**src/dbpg_pkg.sv**
```systemverilog
// shared constants, types and helper functions of the de bruijn pattern generator
// no dependencies; used by every other file of the block
package dbpg_pkg;

  localparam int ALPHABET_SIZE = 26;
  localparam int WINDOW_LENGTH = 4;

  localparam int SYM_W    = $clog2(ALPHABET_SIZE);
  localparam int POS_W    = $clog2(WINDOW_LENGTH + 2);
  localparam int LEN_W    = 19;
  localparam int SYMBOL_W = 7;

  localparam logic [SYMBOL_W-1:0] ASCII_BASE = 7'd97;
  localparam logic [SYM_W-1:0]    SYM_MAX    = SYM_W'(ALPHABET_SIZE - 1);

  // alphabet size to the window length, saturated just above the length field
  function automatic longint seq_total_calc();
    longint total;
    total = 1;
    for (int i = 0; i < WINDOW_LENGTH; i++) begin
      total = total * ALPHABET_SIZE;
      if (total > (longint'(1) << LEN_W) - 1) begin
        total = longint'(1) << LEN_W;
      end
    end
    return total;
  endfunction

  localparam logic [LEN_W:0] SEQ_TOTAL = (LEN_W + 1)'(seq_total_calc());

  typedef struct packed {
    logic restart;
    logic emit;
    logic advance;
  } cmd_t;

  typedef struct packed {
    logic wrap;
    logic adv_last;
  } sts_t;

endpackage

```
**src/dbpg_if.sv**
```systemverilog
// handshake channels of the de bruijn pattern generator: request, result, config
// depends on dbpg_pkg for payload widths
interface dbpg_req_if;
  logic valid;
  logic ready;
  logic restart;
  modport source (output valid, output restart, input ready);
  modport sink (input valid, input restart, output ready);
endinterface

interface dbpg_rsp_if;
  logic                          valid;
  logic                          ready;
  logic [dbpg_pkg::SYMBOL_W-1:0] symbol;
  logic                          symbol_valid;
  logic                          is_last;
  modport source (output valid, output symbol, output symbol_valid, output is_last,
                  input ready);
  modport sink (input valid, input symbol, input symbol_valid, input is_last,
                output ready);
endinterface

interface dbpg_cfg_if;
  logic                       valid;
  logic                       ready;
  logic [dbpg_pkg::LEN_W-1:0] data;
  modport source (output valid, output data, input ready);
  modport sink (input valid, input data, output ready);
endinterface

```
**src/dbpg_datapath.sv**
```systemverilog
// datapath: current lyndon word, positions, emitted count, length register, result payload
// depends on dbpg_pkg; driven by dbpg_ctrl through cmd_t, reports through sts_t
module dbpg_datapath (
  input  logic                          clk,
  input  logic                          rst,
  input  dbpg_pkg::cmd_t                cmd,
  output dbpg_pkg::sts_t                sts,
  input  logic                          cfg_write,
  input  logic [dbpg_pkg::LEN_W-1:0]    cfg_data,
  output logic [dbpg_pkg::SYMBOL_W-1:0] symbol,
  output logic                          symbol_valid,
  output logic                          is_last
);
  import dbpg_pkg::*;

  logic [SYM_W-1:0] word [WINDOW_LENGTH];
  logic [POS_W-1:0] prefix_length;
  logic [POS_W-1:0] emit_position;
  logic [LEN_W-1:0] emitted_count;
  logic             sequence_done;
  logic [LEN_W-1:0] pattern_length;

  logic [2**POS_W-1:0] div_mask;

  // which prefix lengths divide the window
  for (genvar d = 0; d < 2**POS_W; d++) begin : g_div
    if (d >= 1 && d <= WINDOW_LENGTH) begin : g_in
      localparam bit IsDiv = (WINDOW_LENGTH % d) == 0;
      assign div_mask[d] = IsDiv;
    end else begin : g_out
      assign div_mask[d] = 1'b0;
    end
  end

  // emit side
  logic [LEN_W:0]    limit;
  logic              used_up;
  logic [LEN_W-1:0]  count_inc;
  logic [POS_W-1:0]  pos_sel;
  logic [POS_W-1:0]  pos_inc;
  logic [SYM_W-1:0]  cur_sym;

  always_comb begin
    limit = ({1'b0, pattern_length} < SEQ_TOTAL) ? {1'b0, pattern_length} : SEQ_TOTAL;
    used_up = sequence_done || ({1'b0, emitted_count} >= limit);
    count_inc = emitted_count + 1'b1;
    if (emit_position < POS_W'(1) || emit_position > prefix_length ||
        emit_position > POS_W'(WINDOW_LENGTH)) begin
      pos_sel = POS_W'(1);
    end else begin
      pos_sel = emit_position;
    end
    pos_inc = pos_sel + 1'b1;
    cur_sym = '0;
    for (int i = 0; i < WINDOW_LENGTH; i++) begin
      if (pos_sel == POS_W'(i + 1)) begin
        cur_sym = word[i];
      end
    end
  end

  // successor step: periodic extension, drop trailing maxima, bump the last one left
  logic [SYM_W-1:0] ext     [WINDOW_LENGTH];
  logic [SYM_W-1:0] ext_inc [WINDOW_LENGTH];
  logic [POS_W-1:0] hit;
  logic             any_left;
  logic [POS_W-1:0] prefix_next;

  always_comb begin
    for (int i = 0; i < WINDOW_LENGTH; i++) begin
      ext[i] = word[i];
      for (int j = 0; j < i; j++) begin
        if (POS_W'(i) >= prefix_length && POS_W'(i - j) == prefix_length) begin
          ext[i] = ext[j];
        end
      end
    end
    hit = '0;
    any_left = 1'b0;
    for (int i = 0; i < WINDOW_LENGTH; i++) begin
      if (ext[i] < SYM_MAX) begin
        hit = POS_W'(i);
        any_left = 1'b1;
      end
    end
    for (int i = 0; i < WINDOW_LENGTH; i++) begin
      ext_inc[i] = (hit == POS_W'(i)) ? ext[i] + 1'b1 : ext[i];
    end
    prefix_next = any_left ? hit + 1'b1 : prefix_length;
  end

  assign sts.wrap     = !used_up && (pos_inc > prefix_length);
  assign sts.adv_last = !any_left || div_mask[prefix_next];

  always_ff @(posedge clk) begin
    if (rst) begin
      for (int i = 0; i < WINDOW_LENGTH; i++) begin
        word[i] <= '0;
      end
      prefix_length  <= POS_W'(1);
      emit_position  <= POS_W'(1);
      emitted_count  <= '0;
      sequence_done  <= 1'b0;
      pattern_length <= '0;
    end else begin
      if (cfg_write) begin
        pattern_length <= cfg_data;
      end
      if (cmd.restart) begin
        for (int i = 0; i < WINDOW_LENGTH; i++) begin
          word[i] <= '0;
        end
        prefix_length <= POS_W'(1);
        emit_position <= POS_W'(1);
        emitted_count <= '0;
        sequence_done <= 1'b0;
      end else if (cmd.emit) begin
        if (!used_up) begin
          emitted_count <= count_inc;
          emit_position <= (pos_inc > prefix_length) ? POS_W'(1) : pos_inc;
        end
      end else if (cmd.advance) begin
        if (any_left) begin
          for (int i = 0; i < WINDOW_LENGTH; i++) begin
            word[i] <= ext_inc[i];
          end
          prefix_length <= prefix_next;
        end else begin
          for (int i = 0; i < WINDOW_LENGTH; i++) begin
            word[i] <= ext[i];
          end
          sequence_done <= 1'b1;
        end
      end
    end
  end

  // result payload, loaded when the item is emitted
  always_ff @(posedge clk) begin
    if (cmd.emit) begin
      if (used_up) begin
        symbol       <= '0;
        symbol_valid <= 1'b0;
        is_last      <= 1'b0;
      end else begin
        symbol       <= ASCII_BASE + SYMBOL_W'(cur_sym);
        symbol_valid <= 1'b1;
        is_last      <= ({1'b0, count_inc} == limit);
      end
    end
  end

endmodule

```
**src/dbpg_ctrl.sv**
```systemverilog
// controller: sequences accept, emit and lyndon advance, owns the result valid flag
// depends on dbpg_pkg for the command and status structs
module dbpg_ctrl (
  input  logic           clk,
  input  logic           rst,
  input  logic           req_valid,
  input  logic           req_restart,
  output logic           req_ready,
  output logic           rsp_valid,
  input  logic           rsp_ready,
  output dbpg_pkg::cmd_t cmd,
  input  dbpg_pkg::sts_t sts
);
  import dbpg_pkg::*;

  typedef enum logic [1:0] {
    S_IDLE,
    S_EMIT,
    S_ADV
  } state_t;

  state_t state;
  logic   rsp_free;

  assign rsp_free  = !rsp_valid || rsp_ready;
  assign req_ready = (state == S_IDLE);

  always_comb begin
    cmd.restart = (state == S_IDLE) && req_valid && req_restart;
    cmd.emit    = (state == S_EMIT) && rsp_free;
    cmd.advance = (state == S_ADV);
  end

  always_ff @(posedge clk) begin
    if (rst) begin
      state     <= S_IDLE;
      rsp_valid <= 1'b0;
    end else begin
      if (cmd.emit) begin
        rsp_valid <= 1'b1;
      end else if (rsp_ready) begin
        rsp_valid <= 1'b0;
      end
      unique case (state)
        S_IDLE: begin
          if (req_valid) begin
            state <= S_EMIT;
          end
        end
        S_EMIT: begin
          if (rsp_free) begin
            state <= sts.wrap ? S_ADV : S_IDLE;
          end
        end
        S_ADV: begin
          // keep stepping until a word whose length divides the window, or the end
          if (sts.adv_last) begin
            state <= S_IDLE;
          end
        end
        default: begin
          state <= S_IDLE;
        end
      endcase
    end
  end

endmodule

```
**src/de_bruijn_pattern_generator_core.sv**
```systemverilog
// De Bruijn pattern generator, alphabet a..z, window 4, built by concatenating Lyndon words.
// Each request item yields one result item: the next character of the sequence, or an
// invalid symbol once the configured length (saturated at 26^4) is used up. An item is
// accepted, then emitted into the result register once that register is free; when the
// character is the last of its Lyndon word, the successor unit then steps the word once
// per cycle until a word whose length divides the window appears, in at most two steps.
// The result register lets the next item be accepted while a result still waits. Length
// writes are taken at any time and do not restart the sequence.
module de_bruijn_pattern_generator_core (
  input  logic           clk,
  input  logic           rst,
  dbpg_req_if.sink       req,
  dbpg_rsp_if.source     rsp,
  dbpg_cfg_if.sink       cfg
);
  import dbpg_pkg::*;

  cmd_t cmd;
  sts_t sts;
  logic cfg_write;

  assign cfg.ready = 1'b1;
  assign cfg_write = cfg.valid && cfg.ready;

  dbpg_ctrl u_ctrl (
    .clk         (clk),
    .rst         (rst),
    .req_valid   (req.valid),
    .req_restart (req.restart),
    .req_ready   (req.ready),
    .rsp_valid   (rsp.valid),
    .rsp_ready   (rsp.ready),
    .cmd         (cmd),
    .sts         (sts)
  );

  dbpg_datapath u_datapath (
    .clk          (clk),
    .rst          (rst),
    .cmd          (cmd),
    .sts          (sts),
    .cfg_write    (cfg_write),
    .cfg_data     (cfg.data),
    .symbol       (rsp.symbol),
    .symbol_valid (rsp.symbol_valid),
    .is_last      (rsp.is_last)
  );

endmodule
```
**src/flat_wrapper.sv**
```systemverilog
// flat-port wrapper written by rule: the top's interface ports become plain ports
module de_bruijn_pattern_generator_core_flat import dbpg_pkg::*;
  (clk, rst, req_valid, req_restart, req_ready, rsp_valid, rsp_symbol, rsp_symbol_valid, rsp_is_last, rsp_ready, cfg_valid, cfg_data, cfg_ready);
  dbpg_req_if req_i ();
  dbpg_rsp_if rsp_i ();
  dbpg_cfg_if cfg_i ();
  input  logic clk;
  input  logic rst;
  input wire logic [$bits(req_i.valid)-1:0] req_valid;
  input wire logic [$bits(req_i.restart)-1:0] req_restart;
  output wire logic [$bits(req_i.ready)-1:0] req_ready;
  output wire logic [$bits(rsp_i.valid)-1:0] rsp_valid;
  output wire logic [$bits(rsp_i.symbol)-1:0] rsp_symbol;
  output wire logic [$bits(rsp_i.symbol_valid)-1:0] rsp_symbol_valid;
  output wire logic [$bits(rsp_i.is_last)-1:0] rsp_is_last;
  input wire logic [$bits(rsp_i.ready)-1:0] rsp_ready;
  input wire logic [$bits(cfg_i.valid)-1:0] cfg_valid;
  input wire logic [$bits(cfg_i.data)-1:0] cfg_data;
  output wire logic [$bits(cfg_i.ready)-1:0] cfg_ready;
  assign req_i.valid = req_valid;
  assign req_i.restart = req_restart;
  assign req_ready = req_i.ready;
  assign rsp_valid = rsp_i.valid;
  assign rsp_symbol = rsp_i.symbol;
  assign rsp_symbol_valid = rsp_i.symbol_valid;
  assign rsp_is_last = rsp_i.is_last;
  assign rsp_i.ready = rsp_ready;
  assign cfg_i.valid = cfg_valid;
  assign cfg_i.data = cfg_data;
  assign cfg_ready = cfg_i.ready;
  de_bruijn_pattern_generator_core u_core (.clk(clk), .rst(rst), .req(req_i), .rsp(rsp_i), .cfg(cfg_i));
endmodule
```
**config.mk**
```make
export PLATFORM = sky130hd
export DESIGN_NAME = de_bruijn_pattern_generator_core_flat
export DESIGN_NICKNAME = d
export VERILOG_FILES = /design/src/dbpg_pkg.sv /design/src/dbpg_if.sv /design/src/dbpg_datapath.sv /design/src/dbpg_ctrl.sv /design/src/de_bruijn_pattern_generator_core.sv /design/src/flat_wrapper.sv
export SDC_FILE = /design/constraint.sdc
export NUM_CORES = 1
export LEC_CHECK = 0
export ABC_AREA = 1
export BUFFER_PORTS_ARGS = -buffer_cell sky130_fd_sc_hd__buf_2
export CORE_UTILIZATION = 47
export DETAILED_ROUTE_END_ITERATION = 10
export HOLD_SLACK_MARGIN = 0.06
export PLACE_DENSITY = 0.7
export SLEW_MARGIN = 40
export SYNTH_ARGS = -nofsm -noshare
export SYNTH_HDL_FRONTEND = slang
export SYNTH_HIERARCHICAL = 1
export SYNTH_SLANG_ARGS = --single-unit
```
**constraint.sdc**
```tcl
create_clock -name clk -period 4.2 [get_ports clk]
set_input_delay 0 -clock clk [delete_from_list [all_inputs] [get_ports clk]]
set_output_delay 0 -clock clk [all_outputs]
set_load 0.02 [all_outputs]
```
After elaboration in Yosys (flattened, before gate mapping)
Memories as Yosys holds them, arrays and structs flattened.
Index checks and enable logic that the tools add are counted.
- register bits after elaboration: 57
- bits of input ports: 25
- output and inout bits: 12
- memory bits (writable): 20
- memories: 2
- ROM bits: 8
- multiplexer cells: 63
- bitwise gates (word level): 15
- reductions and logical operators: 26
- eq/ne operators: 16
- $lt $le $gt $ge: 14
- add/subtract/negate cells: 8
- memories (name ; words ; bits a word ; rd ports ; clocked after Yosys merged registers in ; write ports ; RTL line ; source):
    u_core.u_datapath.word ; 4 ; 5 ; 4 ; 0 ; 4 ; dbpg_datapath.sv:16 ; logic [SYM_W-1:0] word [WINDOW_LENGTH];
    (name not given) ; 8 ; 1 ; 1 ; 0 ; 0 ; dbpg_datapath.sv:93 ; assign sts.adv_last = !any_left || div_mask[prefix_next];
- operators with widths (cell ; number):
    5-bit 2-to-1 mux ; 26
    1-bit 2-to-1 mux ; 26
    5-bit by 1-bit adder with 5-bit output (second input constant) ; 4
    5-bit less-than comparator (second input constant) ; 4
    19-bit by 1-bit adder with 19-bit output (second input constant) ; 1
    19-bit == test ; 1
    19-bit greater-or-equal comparator ; 1
    19-bit less-than comparator (second input constant) ; 1
    19-bit 2-to-1 mux ; 1
    3-bit 2-to-1 mux ; 5
    3-bit by 2-bit == test with 1-bit output (second input constant) ; 4
    1-bit bitwise OR ; 12
    1-bit logical AND ; 10
    3-bit AND reduction ; 3
    2-bit 2-to-1 mux ; 4
    6-bit by 6-bit adder with 7-bit output (first input constant) ; 1
    3-bit by 1-bit adder with 3-bit output (second input constant) ; 2
    2-bit by 3-bit == test with 1-bit output (first input constant) ; 2
    3-bit by 1-bit == test with 1-bit output (second input constant) ; 2
    2-bit by 3-bit greater-or-equal comparator with 1-bit output (first input constant) ; 2
    3-bit > comparator ; 2
    2-bit != test (second input constant) ; 3
    2-bit case mux with 3 select lines ; 1
    1-bit logical OR ; 5
    15 further kinds ; 19

Longest topological paths before layout
Gate-level depths: netlist of the first run.
- word-level depth: 15
- gate-level depth with buffers: 26

By module
The synthesis of the first run kept the hierarchy.
- by module, submodules not included (module ; cells each ; times used ; area an instance (sq um)):
    dbpg_datapath ; 877 ; 1 ; 5788.1
    dbpg_ctrl ; 26 ; 1 ; 186.4
    de_bruijn_pattern_generator_core ; 2 ; 1 ; 11.3

Worst setup path after synthesis of the first run
OpenSTA, ideal clock, no wires.
- path type: register to register
- start point: register u_core.u_datapath.prefix_length[2]
- end point: register u_core/u_datapath/symbol[4] (netlist name), data pin
- required time: 3947 ps
- data arrival time: 2769 ps
- setup slack: 1179 ps
- stages on the path, launching flop included: 19
- clock period less this slack: 3021 ps
- setup time: 253 ps
- buffers on the path: 0
- cell sequence: dfxtp_1 -> inv_4 -> ha_1 -> a21oi_1 -> nand2_1 -> nand2_1 -> o21ai_0 -> nor2_1 -> inv_1 -> ha_1 -> ha_1 -> inv_1 -> o21ai_0 -> o21bai_1 -> nand2_1 -> ha_1 -> nand4_1 -> nand2_1 -> nor2_1
- longest elaborated chain between the ends: 10
- elaborated cells on any way between the ends: 13
- those cells by class: add/sub: 1; order compare: 1; eq/ne: 4; mux: 5; reduce/logical: 2
- ends and longest elaborated chain (element ; RTL line ; source):
    start: declaration ; dbpg_datapath.sv:17 ; logic [POS_W-1:0] prefix_length;
    start signal: assignment ; dbpg_datapath.sv:127 ; prefix_length <= prefix_next;
    3-bit > comparator (*) ; dbpg_datapath.sv:47 ; if (emit_position < POS_W'(1) || emit_position > prefix_length ||
    1-bit logical OR (*) (2 in a row) ; dbpg_datapath.sv:47 ;
    3-bit 2-to-1 mux (*) ; dbpg_datapath.sv:47 ;
    3-bit by 1-bit == test with 1-bit output ; dbpg_datapath.sv:56 ; if (pos_sel == POS_W'(i + 1)) begin
    5-bit 2-to-1 mux (3 in a row) ; dbpg_datapath.sv:56 ;
    5-bit 2-to-1 mux (*) ; dbpg_datapath.sv:56 ;
    6-bit by 6-bit adder with 7-bit output (*) ; dbpg_datapath.sv:146 ; symbol <= ASCII_BASE + SYMBOL_W'(cur_sym);
    end signal: assignment ; dbpg_datapath.sv:146 ;
    end: declaration ; dbpg_datapath.sv:10 ; output logic [dbpg_pkg::SYMBOL_W-1:0] symbol,
Every way passes the cells marked *; elsewhere a longest branch is shown, timed or not.
A chain may end at the register's enable or synchronous reset.

==> flow_metrics.env, run 1 <==
export IMPL_critPathSlowestCell="dfxtp_1"
export IMPL_diodes=0
export IMPL_synth_edff_count=29
export IMPL_worst_setup_path_type="reg -> reg"
export IMPL_track_usage_pct=24.3
export IMPL_h_tree_depth=3
export IMPL_ys_seq_area_share_pct=30.6
export IMPL_finalCritPeriodShare_pct=80.9
export IMPL_hp_class="in -> reg"
export IMPL_period_needed_ps=3400
export IMPL_ys_top_cells_by_area="dfxtp_1 (16%), edfxtp_1 (15%), nand2_1 (14%)"
export IMPL_synth_most_common_cell="nand2_1"
export IMPL_status="finished clean"
export IMPL_io_buffers=35
export IMPL_hold_viol_final=0
export IMPL_finalNetCount=1026
export IMPL_synth_flop_cell="dfxtp_1"
export IMPL_final_setup_viol_count=0
export IMPL_num_rows=40
export IMPL_final_area_um2=6950
export IMPL_first_global_vias=5039
export IMPL_path_max_fanout=9
export IMPL_fin_ws_ps=801
export IMPL_power_density_nw_per_um2=348
export IMPL_clock_sinks=77
export IMPL_critPathLaunchType="flop"
export IMPL_cts_tree="yes"
export IMPL_max_cap_viol_count=0
export IMPL_syn_area_um2=5990
export IMPL_crit_family="adder cells"
export IMPL_grt_overflow=0
export IMPL_hold_ws_ps=185
export IMPL_worst_pin_slew_ps=765
export IMPL_crit_cells=20
export IMPL_clockBufferDepth=2
export IMPL_dieArea_um2=13200
export IMPL_postCtsResizedCells=0
export IMPL_wl_per_cell_um=13.3
export IMPL_via_count=5793
export IMPL_crit_path_frequent_cell="nand2_1"
export IMPL_slowest_delay_ps=580
export IMPL_maxSlewViolCount=0
export IMPL_synth_async_sr_flop_share_pct=0
export IMPL_path_cells="inv_2, ha_1, nand3_1, nand2_1, nand2_1, o21ai_0, nor2_1, inv_1, ha_1, ha_1, inv_1, ha_1, nand2_1, o21ai_0, nand2_1, nor2_1, nand3_1, nand2_1, inv_1, nor2_1"
export IMPL_ctsHoldBuffers=32
export IMPL_core_um2=12200
export IMPL_ys_warn_count=6
export IMPL_p_leak_nw=3.39
export IMPL_critPathCaptureType="flop"
export IMPL_die_h_um=115
export IMPL_grt_max_degree=34
export IMPL_vias_per_cell=5.09
export IMPL_drive_gt1_share_pct=11.0
export IMPL_cts_reportedPaths_clkPinSlew_ps=70
export IMPL_drtIter0Drc=492
export IMPL_syn_nets=967
export IMPL_antenna_found_initial=0
export IMPL_ant_nets=0
export IMPL_routabilityCongestion=0.955
export IMPL_pre_cts_slack_ps=816
export IMPL_synth_cell_types=47
export IMPL_root_buffer="clkbuf_16"
export IMPL_syn_mean_instance_area_um2=6.61
export IMPL_synthTopCellsByCount="nand2_1 (219), nor2_1 (143), inv_1 (123)"
export IMPL_start_util_pct=49.0
export IMPL_syn_to_final_growth_pct=16.1
export IMPL_yosysTopAreaCellShare_pct=16.1
export IMPL_fmax_ghz=0.294
export IMPL_finalPower_mw=2.42
export IMPL_grt_pass1_wl_mm=25.0
export IMPL_reg2reg_depth=20
export IMPL_routed_wirelength_mm=15.1
export IMPL_die_w_um=115
export IMPL_rsz0062_at_grt="false"
export IMPL_synth_top_cell_by_area="dfxtp_1"
export IMPL_min_path_cells=6
export IMPL_fin_worst_skew_ps=9.95
export IMPL_slew_headroom_pct=49.0
export IMPL_ys_ff_latch=77
export IMPL_netlist_instances=905
export IMPL_crit_required_ps=4480
export IMPL_place_hpwl_mm=11.2
export IMPL_postCtsSetupBuffers=0
export IMPL_io_pin_count=37
export IMPL_placed_area_um2=6310
export IMPL_drc=0
export IMPL_worst_path_buf_inv=4
export IMPL_clkLatencyLatePin_ps=350
export IMPL_drt_first_pass_iters=6
export IMPL_finalSetupTns_ps=0
export IMPL_critPathArrivalTime_ps=3680
export IMPL_cts_buffers=9
export IMPL_ir_worst_vdd_mv=0.240
worst register-to-register path: cells and delay by family (launching register included):
kind	cells	cell delay (ps)
AO/OA/AOI/OAI	2	260
adder cells (fa/ha/maj)	4	1130
buffers and inverters	4	350
flip-flops	1	580
AND/OR/NAND/NOR	10	1010
sequential cells by signal, summed over array words and instances (netlist names):
register,count
u_core/u_datapath/word,20
u_core/u_datapath/emitted_count,19
u_core/u_datapath/pattern_length,19
u_core/u_datapath/symbol,7
u_core/u_datapath/emit_position,3
u_core/u_datapath/prefix_length,3
u_core/u_ctrl/state,2
u_core/u_ctrl/rsp_valid,1
u_core/u_datapath/is_last,1
u_core/u_datapath/sequence_done,1
u_core/u_datapath/symbol_valid,1
worst paths after layout:
kind,to,slack [ps],from
worst max-delay path,u_core/u_ctrl/state[1],800,u_core/u_datapath/prefix_length[1]
worst min-delay path,u_core/u_datapath/word[2][3],180,req_restart
worst max register to register,u_core/u_ctrl/state[1],800,u_core/u_datapath/prefix_length[1]
worst min register to register,u_core/u_datapath/pattern_length[0],480,u_core/u_datapath/pattern_length[0]
power breakdown:
part,internal (mW),switching [mW],leakage (nW)
clock,0.506,0.340,0.160
sequential,0.843,0.0616,0.688
combinational,0.243,0.428,2.54
total,1.59,0.829,3.39
routing by layer:
layer / global-route usage, % / share of wire, % / up-vias
met4: 7.79 / 1.4 / 0
li1: - / - / 3052
met5: 0 / 0 / -
met3: 3.95 / 7.7 / 15
met2: 35.2 / 41 / 205
met1: 36.5 / 50 / 2521
layout make-up:
class                      count  area, µm²
fill                        1201       5260
multi-input combinational    671       3550
sequential                    77       1830
timing repair buffer          72        533
inverter                     133        504
clock buffer                  10        250
tap                          168        210
clock inverter                 6       73.8
logic make-up after synthesis:
| family | Yosys count | synth area share, % |
|---|---|---|
| AND/OR/NAND/NOR | 519 | 39.8 |
| buffers and inverters | 157 | 10.3 |
| AO/OA/AOI/OAI | 103 | 9.80 |
| flip-flops | 77 | 30.6 |
| adder cells (fa/ha/maj) | 37 | 7.73 |
| XOR/XNOR | 11 | 1.61 |
| other | 1 | 0.0626 |
cell usage in the layout, fill, tap and decap left out, types with 6 or more instances in the layout:
cell type | netlist | routed
dfxtp_1 | 48 | 48
buf_2 | 5 | 35
inv_1 | 123 | 123
nand3_1 | 83 | 83
clkbuf_16 | 0 | 10
o21ai_1 | 7 | 7
nand2_1 | 219 | 219
nand4_1 | 29 | 29
nand2_2 | 7 | 7
o21ai_0 | 41 | 41
dlygate4sd3_1 | 0 | 32
xor2_1 | 10 | 10
nor2_1 | 143 | 142
edfxtp_1 | 29 | 29
ha_1 | 37 | 37
inv_2 | 8 | 8
nand3b_1 | 6 | 6
a21oi_1 | 38 | 38
metrics by stage:
| stage | utilization (%) | cells |
|---|---|---|
| 6_report | 56.9 | 1137 |
| 5_1_grt | 56.9 | 1137 |
| 4_1_cts | 56.9 | 1137 |
| 3_5_place_dp | 51.6 | 1089 |
| 3_3_place_gp | 51.6 | 1089 |
| 2_1_floorplan | - | 905 |
Note: power is estimated with default switching activity, not from simulation.
==> run 2: changes to the inputs <==
PLACE_DENSITY = 0.73   (was 0.7)
clock period = 2.9 ns   (was 4.2 ns; I/O delays follow)
==> run 2 against run 1 <==
Register-to-register slack worse by 710 ps. Sequential power grew 45%. Via count grew 7.5%. Fmax grew 21%. Largest cell class unchanged. Die area unchanged. Hold slack got worse by 120 ps. Final cell count increased by 3.5%. Combinational power increased by 80%. Global-route usage rose by 1.4 points.
==> flow_metrics.env, run 2 (synthesis gave the netlist of run 1 again) <==
export IMPL_status="finished clean"
export IMPL_grt_pass1_wl_mm=26.4
export IMPL_worst_setup_path_type="reg -> reg"
export IMPL_diodes=0
export IMPL_critPathLaunchType="flop"
export IMPL_clock_sinks=77
export IMPL_cts_buffers=9
export IMPL_slew_headroom_pct=50.3
export IMPL_die_h_um=115
export IMPL_min_path_cells=3
export IMPL_path_max_fanout=8
export IMPL_routed_wirelength_mm=16.9
export IMPL_antenna_found_initial=0
export IMPL_grt_overflow=0
export IMPL_cp_startpoint="u_core/u_datapath/pattern_length[16]"
export IMPL_largest_registers="u_core/u_datapath/word (20), u_core/u_datapath/emitted_count (19), u_core/u_datapath/pattern_length (19)"
export IMPL_hold_ws_ps=69.1
export IMPL_io_buffers=35
export IMPL_slowest_delay_ps=350
export IMPL_core_um2=12200
export IMPL_top_register="u_core/u_datapath/word"
export IMPL_ir_worst_vdd_mv=0.349
export IMPL_most_common_layout_cells="nand2_1 (214), nor2_1 (137), inv_1 (117)"
export IMPL_crit_family="simple AND/OR/NAND/NOR gates"
export IMPL_critPathCaptureType="flop"
export IMPL_rsz0062_at_grt="true"
export IMPL_fin_worst_skew_ps=13.2
export IMPL_place_hpwl_mm=11.6
export IMPL_period_needed_ps=2810
export IMPL_path_cells="nor3_2, nand3_1, buf_6, nand3b_1, inv_1, ha_4, a21oi_1, o21ai_0, a21oi_1, nand3_2, nor3_4, buf_6, inv_2, nor2_4, nand3_1, nand2_1, inv_1, nor2_1"
export IMPL_wl_per_cell_um=14.4
export IMPL_die_w_um=115
export IMPL_r2r_end="u_core/u_ctrl/state[1]"
export IMPL_ant_nets=0
export IMPL_cts_reportedPaths_clkPinSlew_ps=60
export IMPL_cts_tree="yes"
export IMPL_crit_reg2reg_launch="u_core/u_datapath/pattern_length[16]"
export IMPL_h_tree_depth=3
export IMPL_reg2reg_depth=18
export IMPL_maxSlewViolCount=0
export IMPL_drive_gt1_share_pct=19.1
export IMPL_largest_reg_flops=20
export IMPL_hp_start="cfg_valid"
export IMPL_finalNetCount=1066
export IMPL_dieArea_um2=13200
export IMPL_worst_pin_slew_ps=745
export IMPL_crit_required_ps=3190
export IMPL_fmax_ghz=0.356
export IMPL_nFillCells=1107
export IMPL_root_buffer="clkbuf_16"
export IMPL_critPathSlowestCell="dfxtp_1"
export IMPL_track_usage_pct=25.7
export IMPL_io_pin_count=37
export IMPL_grt_max_degree=33
export IMPL_num_rows=40
export IMPL_syn_to_final_growth_pct=25.8
export IMPL_critPathArrivalTime_ps=3100
export IMPL_drc=0
export IMPL_via_count=6227
export IMPL_final_common_cell="nand2_1"
export IMPL_hp_class="in -> reg"
export IMPL_hold_viol_final=0
export IMPL_drt_first_pass_iters=6
export IMPL_drtIter0Drc=544
export IMPL_worst_path_buf_inv=5
export IMPL_r2r_slack_ps=90
export IMPL_finalPower_mw=3.73
export IMPL_power_density_nw_per_um2=496
export IMPL_clockBufferDepth=2
export IMPL_crit_cells=18
export IMPL_clkLatencyLatePin_ps=350
export IMPL_first_global_vias=5572
export IMPL_routabilityCongestion=0.978
export IMPL_hold_end="u_core/u_datapath/pattern_length[11]"
export IMPL_start_util_pct=49.0
export IMPL_p_leak_nw=3.62
export IMPL_max_cap_viol_count=0
export IMPL_vias_per_cell=5.29
export IMPL_final_setup_viol_count=0
export IMPL_finalCritPeriodShare_pct=96.7
run 2: cell types whose count changed in the layout (fill, tap and decap cells not counted), sizes merged:
cell / change
clkinv: +1
inv: -4
bufinv: -1
dlygate4sd3: -1
clkbuf: +4
buf: +40
clkinvlp: +1
run 2: per-stage QoR:
| stage | setup WS [ps] | util, % | cells | TNS [ps] | area [µm²] |
|---|---|---|---|---|---|
| global placement | 48.6 | 53.8 | 1122 | 0 | 6570 |
| global route | -73.8 | 61.6 | 1177 | -358 | 7530 |
| floorplan | 24.8 | - | 905 | 0 | 5990 |
| CTS | -11.9 | 59.1 | 1170 | -11.9 | 7220 |
| detailed placement | -59.9 | 53.8 | 1122 | -101 | 6570 |
| finish | 94.3 | 61.6 | 1177 | 0 | 7530 |
run 2: what timing repair did:
| item | CTS | global route |
|---|---|---|
| hold buffers | 31 | 0 |
| gates cloned | 0 | 3 |
| setup buffers | 1 | 4 |
| endpoints found under the setup margin | 5 | 32 |
| pin swaps | 3 | 11 |
| hold endpoints to repair | 23 | 0 |
| gates resized for setup | 2 | 56 |
run 2: layout make-up:
class	instances	area [µm²]	share of cell area (%)
Clock buffer	13	304	4.04
Multi-Input combinational cell	671	3790	50.3
Inverter	133	504	6.70
Sequential cell	77	1840	24.5
Tap cell	168	210	2.79
Clock inverter	3	21.3	0.283
Timing Repair Buffer	112	857	11.4
run 2: report_power, final:
group          switching [mW]  leakage [nW]  total (mW)  internal, mW
logic                   0.722          2.77        1.21         0.490
clock network           0.478         0.157        1.22         0.737
registers              0.0870         0.689        1.31          1.22
run 2: worst max-delay path by stage:
stage               slack (ps)                          end
detailed placement         -60       u_core/u_ctrl/state[1]
floorplan                   20       u_core/u_ctrl/state[1]
global placement            50       u_core/u_ctrl/state[1]
global route               -70       u_core/u_ctrl/state[1]
CTS                        -10  u_core/u_datapath/symbol[2]
finish                      90       u_core/u_ctrl/state[1]
run 2: metal layers:
layer / GRT usage, % / share of wire [%] / wire (µm) / vias to the layer above
met5: 0 / 0 / 0 / -
met4: 11.0 / 2.2 / 374 / 0
met3: 4.22 / 7.0 / 1190 / 30
met2: 38.9 / 44 / 7530 / 246
met1: 36.1 / 46 / 7840 / 2826
li1: - / - / - / 3125
run 2: worst register-to-register path: cells and delay by family, from the launching register on:
kind / cells / cell delay, ps
AOI/OAI and AO/OA: 3 / 390
adders and majority gates: 1 / 230
and+or+nand+nor: 9 / 1250
DFF: 1 / 350
buffers and inverters: 5 / 520
==> run 3: changes to the inputs <==
PLACE_DENSITY = 0.7   (was 0.73)
clock period = 3.18 ns   (was 2.9 ns; I/O delays follow)
==> run 3 against run 2 <==
Highest routed layer unchanged. Die area is the same. Sequential share of layout area grew 1.3 points. Cell area shrank 5.6%. Via count shrank 4.6%. Clock skew shrank 5.5 ps. Global-route usage shrank 0.44 points. Largest power group unchanged. Core utilization shrank 3.4 points. First-iteration DRC count shrank 18%. Non-clock buffer count shrank 26. Total power shrank 12%. Final cell count shrank 2.2%. Critical endpoint is now u_core/u_datapath/symbol[4].
==> flow_metrics.env, run 3 (synthesis gave the netlist of run 1 again) <==
export IMPL_io_pin_count=37
export IMPL_crit_required_ps=3280
export IMPL_largest_reg_flops=20
export IMPL_p_int_mw=2.15
export IMPL_finalNetCount=1040
export IMPL_h_tree_depth=3
export IMPL_first_global_vias=5331
export IMPL_pwr_share_comb_pct=28.9
export IMPL_finalSetupTns_ps=0
export IMPL_diodes=0
export IMPL_path_cells="inv_4, ha_1, a21oi_1, nand2_1, nand2_2, o21ai_2, nor2_2, inv_2, ha_1, ha_1, inv_2, o21ai_0, o21bai_1, nand2_1, ha_1, nand4_1, nand2_1, nor2_1"
export IMPL_pwr_share_seq_pct=36.5
export IMPL_place_hpwl_mm=11.4
export IMPL_core_um2=12200
export IMPL_critPathLaunchType="flop"
export IMPL_swShare_pct=34.2
export IMPL_clockBufferDepth=2
export IMPL_track_usage_pct=25.3
export IMPL_wl_per_cell_um=13.5
export IMPL_fin_worst_skew_ps=7.67
export IMPL_ir_worst_vdd_mv=0.328
export IMPL_placed_area_um2=6400
export IMPL_drt_first_pass_iters=5
export IMPL_largest_registers="u_core/u_datapath/word (20), u_core/u_datapath/emitted_count (19), u_core/u_datapath/pattern_length (19)"
export IMPL_grt_pass1_wl_mm=26.0
export IMPL_top_register="u_core/u_datapath/word"
export IMPL_hp_class="in -> reg"
export IMPL_routed_wirelength_mm=15.5
export IMPL_root_buffer="clkbuf_16"
export IMPL_final_area_um2=7110
export IMPL_final_setup_viol_count=0
export IMPL_clkPwrFrac_pct=34.6
export IMPL_most_common_layout_cells="nand2_1 (216), nor2_1 (138), inv_1 (120)"
export IMPL_drtIter0Drc=448
export IMPL_drc=0
export IMPL_p_leak_nw=3.47
export IMPL_critPathCaptureType="flop"
export IMPL_max_cap_viol_count=0
export IMPL_dieArea_um2=13200
export IMPL_period_needed_ps=2920
export IMPL_io_buffers=35
export IMPL_routabilityCongestion=0.978
export IMPL_cts_reportedPaths_clkPinSlew_ps=60
export IMPL_start_util_pct=49.0
export IMPL_fmax_ghz=0.343
export IMPL_clkLatencyLatePin_ps=350
export IMPL_crit_path_frequent_cell="ha_1"
export IMPL_critPathArrivalTime_ps=3020
export IMPL_switchingPower_mw=1.12
export IMPL_hold_viol_final=0
export IMPL_vias_per_cell=5.16
export IMPL_via_count=5939
export IMPL_syn_to_final_growth_pct=18.8
export IMPL_slew_headroom_pct=51.2
export IMPL_regArea_um2=1830
export IMPL_worst_setup_path_type="reg -> reg"
export IMPL_path_max_fanout=4
export IMPL_die_h_um=115
export IMPL_ant_nets=0
export IMPL_multi_input_area_um2=3600
export IMPL_maxSlewViolCount=0
export IMPL_antenna_found_initial=0
export IMPL_num_rows=40
export IMPL_nFillCells=1156
export IMPL_die_w_um=115
export IMPL_finalCritPeriodShare_pct=91.7
export IMPL_finalPower_mw=3.27
export IMPL_final_common_cell="nand2_1"
export IMPL_cts_tree="yes"
export IMPL_cts_buffers=9
export IMPL_critPathSlowestCell="dfxtp_2"
export IMPL_grt_overflow=0
export IMPL_grt_max_degree=33
export IMPL_power_density_nw_per_um2=460
export IMPL_worst_path_buf_inv=3
export IMPL_slowest_delay_ps=350
export IMPL_crit_family="adder cells"
export IMPL_drive_gt1_share_pct=13.8
export IMPL_status="finished clean"
export IMPL_worst_pin_slew_ps=732
export IMPL_clock_sinks=77
## run 3: changes by cell type in the layout (fill, tap and decap cells not counted), sizes merged
cell	before	now
clkinvlp	1	0
bufinv	0	1
buf	80	54
dlygate4sd3	31	32
clkbuf	14	11
clkinv	2	1
inv	133	136
## run 3: power groups by stage
stage / combinational (mW) / clock, mW / sequential [mW]
2_1_floorplan: 0.646 / 0 / 1.20
3_3_place_gp: 0.857 / 0 / 1.21
3_5_place_dp: 0.863 / 0 / 1.21
4_1_cts: 0.901 / 1.16 / 1.19
5_1_grt: 1.07 / 1.20 / 1.20
6_report: 0.944 / 1.13 / 1.19
## run 3: layout make-up
class	count	area share (%)
Clock inverter	5	0.880
Multi-Input combinational cell	671	50.6
Timing Repair Buffer	86	8.98
Sequential cell	77	25.8
Clock buffer	11	3.71
Tap cell	168	2.96
Inverter	133	7.09
## run 3: tightest hold or removal path: stages
cell,delay [ps]
buf_2,80
inv_1,30
nor2_1,160
nor2_2,130
nand3_1,90
## run 3: worst paths after layout
check | start | end | slack, ps | cells past startpoint
hold reg to reg | u_core/u_datapath/pattern_length[2] | u_core/u_datapath/pattern_length[2] | 490 | 2
setup reg to reg | u_core/u_datapath/prefix_length[2] | u_core/u_datapath/symbol[4] | 260 | 18
hold / removal | req_restart | u_core/u_datapath/prefix_length[0] | 180 | 5
setup / recovery | u_core/u_datapath/prefix_length[2] | u_core/u_datapath/symbol[4] | 260 | 18
## run 3: timing repair
| item | CTS | global route |
|---|---|---|
| resized for setup | 0 | 18 |
| setup buffers | 0 | 1 |
| endpoints found under the hold margin | 23 | 0 |
| hold buffers | 32 | 0 |
| endpoints found under the setup margin | 0 | 22 |
## run 3: stage by stage
step / setup slack [ps] / std cells / hold WS, ps / util, %
6_report: 264 / 1151 / 180 / 58.2
3_3_place_gp: 222 / 1102 / 219 / 52.4
5_1_grt: -20.7 / 1151 / 203 / 58.2
3_5_place_dp: 93.1 / 1102 / 224 / 52.4
4_1_cts: 58.9 / 1150 / 167 / 57.7
2_1_floorplan: 159 / 905 / 62.4 / -
## run 3: layer usage
metal / routed length, µm / vias to the layer above / global-route usage [%]
met1: 7570 / 2636 / 36.5
met5: 0 / - / 0
met3: 1070 / 24 / 4.90
met2: 6560 / 208 / 36.8
li1: - / 3071 / -
met4: 281 / 0 / 10.0
